[src/design/chs_pkg.sv]
// Shared widths, constants, types and the arctangent table of the compass heading block.
package chs_pkg;

  localparam int unsigned CordicStagesDefault = 16;
  localparam int unsigned AtanLen             = 24;

  localparam int unsigned AxisW  = 13;  // sensor axis reading
  localparam int unsigned FoldW  = 14;  // axis after the quarter-turn fold
  localparam int unsigned ScaleW = 16;  // fraction bits added to the axes
  localparam int unsigned VecW   = 32;  // CORDIC x/y datapath
  localparam int unsigned AngW   = 24;  // angle, centidegrees with 8 fraction bits
  localparam int unsigned FracW  = 8;
  localparam int unsigned HeadW  = 16;
  localparam int unsigned DeclW  = 16;
  localparam int unsigned SumW   = 18;  // angle plus declination
  localparam int unsigned IdxW   = 5;   // index into the arctangent table

  localparam logic signed [AngW-1:0]  QuarterTurn = 24'sd2304000;
  localparam logic signed [AngW-1:0]  HalfLsb     = 24'sd128;
  localparam logic signed [SumW-1:0]  FullTurn    = 18'sd36000;
  localparam logic signed [DeclW-1:0] DeclReset   = 16'sd862;

  typedef struct packed {
    logic signed [VecW-1:0] x;
    logic signed [VecW-1:0] y;
    logic signed [AngW-1:0] z;
    logic                   zero;
  } chs_vec_t;

  // atan(2^-i) in degrees * 25600, rounded to nearest
  function automatic logic signed [AngW-1:0] atan_lut(input logic [IdxW-1:0] idx);
    logic signed [AngW-1:0] v;
    case (idx)
      5'd0:    v = 24'sd1152000;
      5'd1:    v = 24'sd680065;
      5'd2:    v = 24'sd359328;
      5'd3:    v = 24'sd182400;
      5'd4:    v = 24'sd91554;
      5'd5:    v = 24'sd45822;
      5'd6:    v = 24'sd22916;
      5'd7:    v = 24'sd11459;
      5'd8:    v = 24'sd5730;
      5'd9:    v = 24'sd2865;
      5'd10:   v = 24'sd1432;
      5'd11:   v = 24'sd716;
      5'd12:   v = 24'sd358;
      5'd13:   v = 24'sd179;
      5'd14:   v = 24'sd90;
      5'd15:   v = 24'sd45;
      5'd16:   v = 24'sd22;
      5'd17:   v = 24'sd11;
      5'd18:   v = 24'sd6;
      5'd19:   v = 24'sd3;
      5'd20:   v = 24'sd1;
      5'd21:   v = 24'sd1;
      default: v = 24'sd0;
    endcase
    return v;
  endfunction

endpackage

[src/design/chs_axes_if.sv]
// Valid/ready channel carrying one magnetometer sample.
interface chs_axes_if;
  logic               valid;
  logic               ready;
  logic signed [12:0] x_axis;
  logic signed [12:0] y_axis;

  modport source (output valid, output x_axis, output y_axis, input ready);
  modport sink   (input valid, input x_axis, input y_axis, output ready);
endinterface

[src/design/chs_heading_if.sv]
// Valid/ready channel carrying one heading result.
interface chs_heading_if;
  logic        valid;
  logic        ready;
  logic [15:0] heading_centideg;

  modport source (output valid, output heading_centideg, input ready);
  modport sink   (input valid, input heading_centideg, output ready);
endinterface

[src/design/chs_cordic_stage.sv]
// One registered CORDIC vectoring micro-rotation.
module chs_cordic_stage
  import chs_pkg::*;
#(
  parameter int unsigned SHIFT = 0
) (
  input  logic     clk_i,
  input  logic     rst_ni,
  input  logic     en_i,
  input  logic     valid_i,
  input  chs_vec_t vec_i,
  output logic     valid_o,
  output chs_vec_t vec_o
);

  logic signed [VecW-1:0] dx;
  logic signed [VecW-1:0] dy;
  logic signed [AngW-1:0] ang;
  chs_vec_t               vec_d;
  chs_vec_t               vec_q;
  logic                   valid_q;

  always_comb begin
    dx  = $signed(vec_i.y) >>> SHIFT;
    dy  = $signed(vec_i.x) >>> SHIFT;
    ang = atan_lut(IdxW'(SHIFT));
    vec_d      = vec_i;
    // rotate towards the x axis; direction set by the sign of y
    if (!vec_i.y[VecW-1]) begin
      vec_d.x = vec_i.x + dx;
      vec_d.y = vec_i.y - dy;
      vec_d.z = vec_i.z + ang;
    end else begin
      vec_d.x = vec_i.x - dx;
      vec_d.y = vec_i.y + dy;
      vec_d.z = vec_i.z - ang;
    end
  end

  always_ff @(posedge clk_i or negedge rst_ni) begin
    if (!rst_ni) begin
      valid_q <= 1'b0;
    end else if (en_i) begin
      valid_q <= valid_i;
    end
  end

  always_ff @(posedge clk_i) begin
    if (en_i) begin
      vec_q <= vec_d;
    end
  end

  assign valid_o = valid_q;
  assign vec_o   = vec_q;

endmodule

[src/design/compass_heading_from_axes_top.sv]
// Compass heading: one sample per cycle in while the pipeline is not stalled, one heading per
// sample out. The stages, in order: fold stage, one stage per CORDIC micro-rotation,
// round/declination/wrap stage. Each stage holds its item while the stage after it is
// full and stalled; empty stages fill behind a stalled output, so bubbles close up.
// The declination register is used at the last stage and must be written only while
// the pipeline is empty. A zero vector gives the declination alone.
module compass_heading_from_axes_top
  import chs_pkg::*;
#(
  parameter int unsigned CORDIC_STAGES = CordicStagesDefault
) (
  input  logic                     clk_i,
  input  logic                     rst_ni,
  chs_axes_if.sink                 axes_i,
  chs_heading_if.source            heading_o,
  input  logic                     cfg_we_i,
  input  logic signed [DeclW-1:0]  cfg_wdata_i
);

  localparam int unsigned LastStage = CORDIC_STAGES + 1;

  logic [LastStage:0]  valid;
  logic [LastStage:0]  en;
  chs_vec_t            vec [CORDIC_STAGES+1];

  logic signed [DeclW-1:0] decl_q;

  // Declination register
  always_ff @(posedge clk_i or negedge rst_ni) begin
    if (!rst_ni) begin
      decl_q <= DeclReset;
    end else if (cfg_we_i) begin
      decl_q <= cfg_wdata_i;
    end
  end

  // Stage enables: a stage advances when it is empty or the next one advances
  assign en[LastStage] = ~valid[LastStage] | heading_o.ready;
  for (genvar j = 0; j < LastStage; j++) begin : g_en
    assign en[j] = ~valid[j] | en[j+1];
  end
  assign axes_i.ready = en[0];

  // Fold stage: bring the vector into the right half-plane and scale
  logic signed [FoldW-1:0] xa;
  logic signed [FoldW-1:0] ya;
  logic signed [FoldW-1:0] xf;
  logic signed [FoldW-1:0] yf;
  chs_vec_t                fold_d;
  chs_vec_t                fold_q;
  logic                    fold_valid_q;

  always_comb begin
    xa     = FoldW'(axes_i.x_axis);
    ya     = FoldW'(axes_i.y_axis);
    xf     = xa;
    yf     = ya;
    fold_d = '0;
    if (xa[FoldW-1]) begin
      if (!ya[FoldW-1]) begin
        xf       = ya;
        yf       = -xa;
        fold_d.z = QuarterTurn;
      end else begin
        xf       = -ya;
        yf       = xa;
        fold_d.z = -QuarterTurn;
      end
    end
    fold_d.x    = {{(VecW-FoldW-ScaleW){xf[FoldW-1]}}, xf, {ScaleW{1'b0}}};
    fold_d.y    = {{(VecW-FoldW-ScaleW){yf[FoldW-1]}}, yf, {ScaleW{1'b0}}};
    fold_d.zero = (axes_i.x_axis == '0) && (axes_i.y_axis == '0);
  end

  always_ff @(posedge clk_i or negedge rst_ni) begin
    if (!rst_ni) begin
      fold_valid_q <= 1'b0;
    end else if (en[0]) begin
      fold_valid_q <= axes_i.valid;
    end
  end

  always_ff @(posedge clk_i) begin
    if (en[0]) begin
      fold_q <= fold_d;
    end
  end

  assign valid[0] = fold_valid_q;
  assign vec[0]   = fold_q;

  // CORDIC micro-rotations
  for (genvar k = 0; k < CORDIC_STAGES; k++) begin : g_stage
    chs_cordic_stage #(
      .SHIFT (k)
    ) u_stage (
      .clk_i   (clk_i),
      .rst_ni  (rst_ni),
      .en_i    (en[k+1]),
      .valid_i (valid[k]),
      .vec_i   (vec[k]),
      .valid_o (valid[k+1]),
      .vec_o   (vec[k+1])
    );
  end

  // Round, add declination, wrap once, clamp
  logic signed [AngW-1:0] z_rnd;
  logic signed [SumW-1:0] ang;
  logic signed [SumW-1:0] sum;
  logic signed [SumW-1:0] wrap;
  logic [HeadW-1:0]       head_d;
  logic [HeadW-1:0]       head_q;
  logic                   head_valid_q;

  always_comb begin
    z_rnd = (vec[CORDIC_STAGES].z + HalfLsb) >>> FracW;
    ang   = vec[CORDIC_STAGES].zero ? '0 : z_rnd[SumW-1:0];
    sum   = ang + SumW'(decl_q);
    if (sum[SumW-1]) begin
      wrap = sum + FullTurn;
    end else if (sum > FullTurn) begin
      wrap = sum - FullTurn;
    end else begin
      wrap = sum;
    end
    if (wrap[SumW-1]) begin
      head_d = '0;
    end else if (wrap > FullTurn) begin
      head_d = FullTurn[HeadW-1:0];
    end else begin
      head_d = wrap[HeadW-1:0];
    end
  end

  always_ff @(posedge clk_i or negedge rst_ni) begin
    if (!rst_ni) begin
      head_valid_q <= 1'b0;
    end else if (en[LastStage]) begin
      head_valid_q <= valid[CORDIC_STAGES];
    end
  end

  always_ff @(posedge clk_i) begin
    if (en[LastStage]) begin
      head_q <= head_d;
    end
  end

  assign valid[LastStage]           = head_valid_q;
  assign heading_o.valid            = head_valid_q;
  assign heading_o.heading_centideg = head_q;

endmodule

[src/flat_wrapper.sv]
// flat-port wrapper written by rule: the top's interface ports become plain ports
module compass_heading_from_axes_top_flat import chs_pkg::*;
#(
  parameter int unsigned CORDIC_STAGES = CordicStagesDefault
)
  (clk_i, rst_ni, cfg_we_i, cfg_wdata_i, axes_i_valid, axes_i_x_axis, axes_i_y_axis, axes_i_ready, heading_o_valid, heading_o_heading_centideg, heading_o_ready);
  chs_axes_if axes_i_i ();
  chs_heading_if heading_o_i ();
  input  logic clk_i;
  input  logic rst_ni;
  input  logic cfg_we_i;
  input  logic signed [DeclW-1:0] cfg_wdata_i;
  input wire logic [$bits(axes_i_i.valid)-1:0] axes_i_valid;
  input wire logic [$bits(axes_i_i.x_axis)-1:0] axes_i_x_axis;
  input wire logic [$bits(axes_i_i.y_axis)-1:0] axes_i_y_axis;
  output wire logic [$bits(axes_i_i.ready)-1:0] axes_i_ready;
  output wire logic [$bits(heading_o_i.valid)-1:0] heading_o_valid;
  output wire logic [$bits(heading_o_i.heading_centideg)-1:0] heading_o_heading_centideg;
  input wire logic [$bits(heading_o_i.ready)-1:0] heading_o_ready;
  assign axes_i_i.valid = axes_i_valid;
  assign axes_i_i.x_axis = axes_i_x_axis;
  assign axes_i_i.y_axis = axes_i_y_axis;
  assign axes_i_ready = axes_i_i.ready;
  assign heading_o_valid = heading_o_i.valid;
  assign heading_o_heading_centideg = heading_o_i.heading_centideg;
  assign heading_o_i.ready = heading_o_ready;
  compass_heading_from_axes_top #(.CORDIC_STAGES(CORDIC_STAGES)) u_core (.clk_i(clk_i), .rst_ni(rst_ni), .axes_i(axes_i_i), .heading_o(heading_o_i), .cfg_we_i(cfg_we_i), .cfg_wdata_i(cfg_wdata_i));
endmodule
[config.mk]
export PLATFORM = sky130hd
export DESIGN_NAME = compass_heading_from_axes_top_flat
export DESIGN_NICKNAME = d
export VERILOG_FILES = /design/src/design/chs_pkg.sv /design/src/design/chs_axes_if.sv /design/src/design/chs_heading_if.sv /design/src/design/chs_cordic_stage.sv /design/src/design/compass_heading_from_axes_top.sv /design/src/flat_wrapper.sv
export SDC_FILE = /design/constraint.sdc
export NUM_CORES = 2
export LEC_CHECK = 0
export CORE_UTILIZATION = 65
export DETAILED_ROUTE_END_ITERATION = 8
export DONT_BUFFER_PORTS = 1
export GPL_ROUTABILITY_DRIVEN = 0
export GPL_TIMING_DRIVEN = 0
export PLACE_DENSITY = 0.81
export RECOVER_POWER = 25
export SLEW_MARGIN = 25
export SYNTH_ARGS = -nofsm -noshare
export SYNTH_HDL_FRONTEND = slang
export SYNTH_SLANG_ARGS = --single-unit
[constraint.sdc]
create_clock -name clk_i -period 37.8 [get_ports clk_i]
set_input_delay 7.56 -clock clk_i [delete_from_list [all_inputs] [get_ports clk_i]]
set_output_delay 7.56 -clock clk_i [all_outputs]
set_load 0.05 [all_outputs]
==> metrics.txt <==
Post-CTS Resized 0; routed len/inst 19.6 microns; number of I/O port buffers 0; crit share post-route 54.4%; fmax 48.6 MHz; yosys warns 0; area delta synth->final 7.94%; CTS tree yes; GRT overflow 0; worst rel slew slack 30.5%; post-synthesis sequential area ratio 36.4%; Sequential Area 35,500 sq um; # rows 141; syn_nets 11,400; Root Buffer clkbuf_16; ANT nets after route 0; DRT iter0 DRCs 7,131; Worst-Margin Slew 1030 ps; Initial Utilization 65.7%; Max Transition Viols Final 0; clk_skew 39.8 ps; first-pass GRT wire length 391,000 microns; vias in the first global route 77,100; CTS Sinks 1,187; Worst setup EP type output port; Clk Latency, worst-skew pair 800 ps; layout cells sized above 1 4.05%; Die Span Y 389 microns; final hold violations 0; Fill cells 10,500; syn_area_per_cell 9.54 sq um; Yosys cell types 99; die area 152,000 sq um; Pre-antenna DRT Iters 8; Setup Crit Path Kind in2out; fin nets 11,600; H-tree levels 4; residual DRC count 0; RSZ-0062 raised after global routing false; hold buffers post-CTS 0; maxcap violations 0; fin crit period 20,560 ps; DR vias 79,400; Worst Path Arrival 13,000 ps; Core Region 148,000 sq um; largest net degree at the start of global routing 64; final setup fails 0; asr flop ratio synth 2.86%; Max Root-Sink Buffers 3; ys flop type edfxtp_1; postcts setup bufs 0; Hold Crit Class reg2reg; critical path startpoint category input port; Final TNS setup 0 ps; area of the multi-input gates 59,900 sq um; outcome finished, final reports clean; critical path fanouts, max 40; initial antenna violation count 2; io pins 65; #FFs+latches synth 1,187; Vias/cell 6.36; Worst-path clk slew 60 ps; number of flops mapped to enable cells by yosys 1,153; Mapped Area 97,500 sq um; detailed placement HPWL 190,000 microns; Cells after Synth 10,200; CP Data Required Time 30,240 ps; Post-Route WL 244,000 microns; Die X 389 microns; total CTS buffers 135; Total GRT Usage 31.5%
cells in the mapped netlist (16+ instances only):
library cell | instances | area share (%)
a2111oi_0 | 16 | 0.14
a211oi_1 | 74 | 0.57
inv_1 | 450 | 1.7
a21oi_1 | 946 | 4.9
o31ai_1 | 44 | 0.34
and3_1 | 113 | 0.73
o2111ai_1 | 24 | 0.22
nor2b_1 | 167 | 1.1
o21bai_1 | 125 | 0.96
edfxtp_1 | 1153 | 36
nand2_1 | 542 | 2.1
or4_1 | 30 | 0.23
nor3_1 | 411 | 2.1
a31oi_1 | 104 | 0.67
mux2_2 | 56 | 0.65
a21o_1 | 260 | 2.0
o21a_1 | 165 | 1.3
o31a_1 | 20 | 0.18
a41o_1 | 16 | 0.16
nand3_1 | 223 | 1.1
xor2_1 | 467 | 4.2
nor4_1 | 91 | 0.58
fa_1 | 39 | 0.80
o41ai_1 | 45 | 0.40
clkbuf_1 | 111 | 0.43
dfrtp_1 | 27 | 0.69
a211o_1 | 34 | 0.31
nand2b_1 | 156 | 1.0
a31o_2 | 25 | 0.22
or2_2 | 52 | 0.33
o21ai_0 | 426 | 2.2
nor2_1 | 1125 | 4.3
nand4_1 | 31 | 0.20
o211ai_1 | 55 | 0.42
ha_1 | 1110 | 14
mux2i_1 | 28 | 0.29
a21boi_0 | 60 | 0.46
or3_1 | 99 | 0.64
xnor2_1 | 933 | 8.4
a311oi_1 | 16 | 0.14
a41oi_1 | 25 | 0.22
and2_1 | 91 | 0.58
registers in the layout, indices dropped and copies added (netlist names):
register / count
u_core.g_stage.u_stage.valid_o: 16
u_core.heading_o.heading_centideg: 16
u_core.heading_o.valid: 1
u_core.g_stage.u_stage.vec_o: 1105
u_core.fold_valid_q: 1
u_core.fold_q: 32
u_core.decl_q: 16
metrics by stage:
stage	std cells	util (%)	hold WS (ps)	setup slack, ps	area (sq um)
final	12500	70.9	411	17240	105000
after detailed placement	12200	67.8	405	17270	101000
after global placement	12200	67.4	401	11630	100000
after global routing	12500	70.9	428	16980	105000
after floorplan	10200	-	400	14800	97500
after CTS	12500	70.9	408	17240	105000
critical path, cell delays in order:
cell     delay, ps
nor2b_1        500
nand2_1        690
nor2_1         590
and2_1         410
inv_4          270
nor2_1         340
and2_1         360
nand3_4        420
nor2_1         650
nand3_4        300
buf_12         270
inv_1          130
nand3_2        450
cells in the final DEF, fill, tap and decap left out, types with 34 or more instances in the layout:
cell type,n
edfxtp_1,1153
nor2_1,1125
ha_1,1110
a21oi_1,946
xnor2_1,933
nand2_1,538
xor2_1,467
inv_1,445
o21ai_0,426
nor3_1,410
a21o_1,260
nand3_1,218
nor2b_1,167
o21a_1,165
nand2b_1,156
clkbuf_16,137
clkbuf_1,136
o21bai_1,125
and3_1,113
a31oi_1,104
or3_1,99
nor4_1,90
and2_1,82
a211oi_1,74
a21boi_0,60
o211ai_1,55
or2_2,52
mux2_2,48
o41ai_1,45
o31ai_1,44
fa_1,39
a211o_1,34
kinds of logic (layout without fill, tap and decap cells):
kind of cell / count (synthesis) / in the layout / synth area share, %
flops: 1187 / 1187 / 36.4
buf+inv: 586 / 859 / 2.30
other cells: 1 / 2 / 0.00385
compound gates: 2600 / 2600 / 17.0
xor+xnor: 1400 / 1400 / 12.6
fa+ha+maj: 1149 / 1149 / 15.0
mux: 84 / 84 / 0.934
simple gates: 3212 / 3212 / 15.7
final timing paths:
path	startpoint	endpoint	slack [ps]	depth (start not counted)
max	heading_o_ready	axes_i_ready	17240	13
min	u_core.g_stage[9].u_stage.vec_o[2]$_DFFE_PP_	u_core.g_stage[10].u_stage.vec_o[2]$_DFFE_PP_	410	0
max reg2reg	u_core.heading_o.valid$_DFFE_PN0P_	u_core.fold_q[86]$_SDFFCE_PN0P_	31010	14
min reg2reg	u_core.g_stage[9].u_stage.vec_o[2]$_DFFE_PP_	u_core.g_stage[10].u_stage.vec_o[2]$_DFFE_PP_	410	0
max in group asynchronous	rst_ni	u_core.decl_q[3]$_DFFE_PN1P_	31150	0
min in group asynchronous	rst_ni	u_core.g_stage[1].u_stage.valid_o$_DFFE_PN0P_	6440	0
layout make-up:
class                           count  area share (%)
Antenna cell                        1         0.00238
Buffer                            135           0.522
Clock buffer                      160            3.36
Clock inverter                     86            1.04
Inverter                          451            1.62
Multi-Input combinational cell   8446            56.9
Sequential cell                  1187            33.7
Tap cell                         2002            2.38
Timing Repair Buffer               27           0.466
per-layer routing:
metal,track usage (%),wire [microns]
met4,14.5,11500
met3,4.20,17200
met5,0,13
met2,54.4,118000
met1,39.1,98000
Power is not shown: default switching activity piles up to over one toggle a cycle in this logic, so the estimate is an artifact.
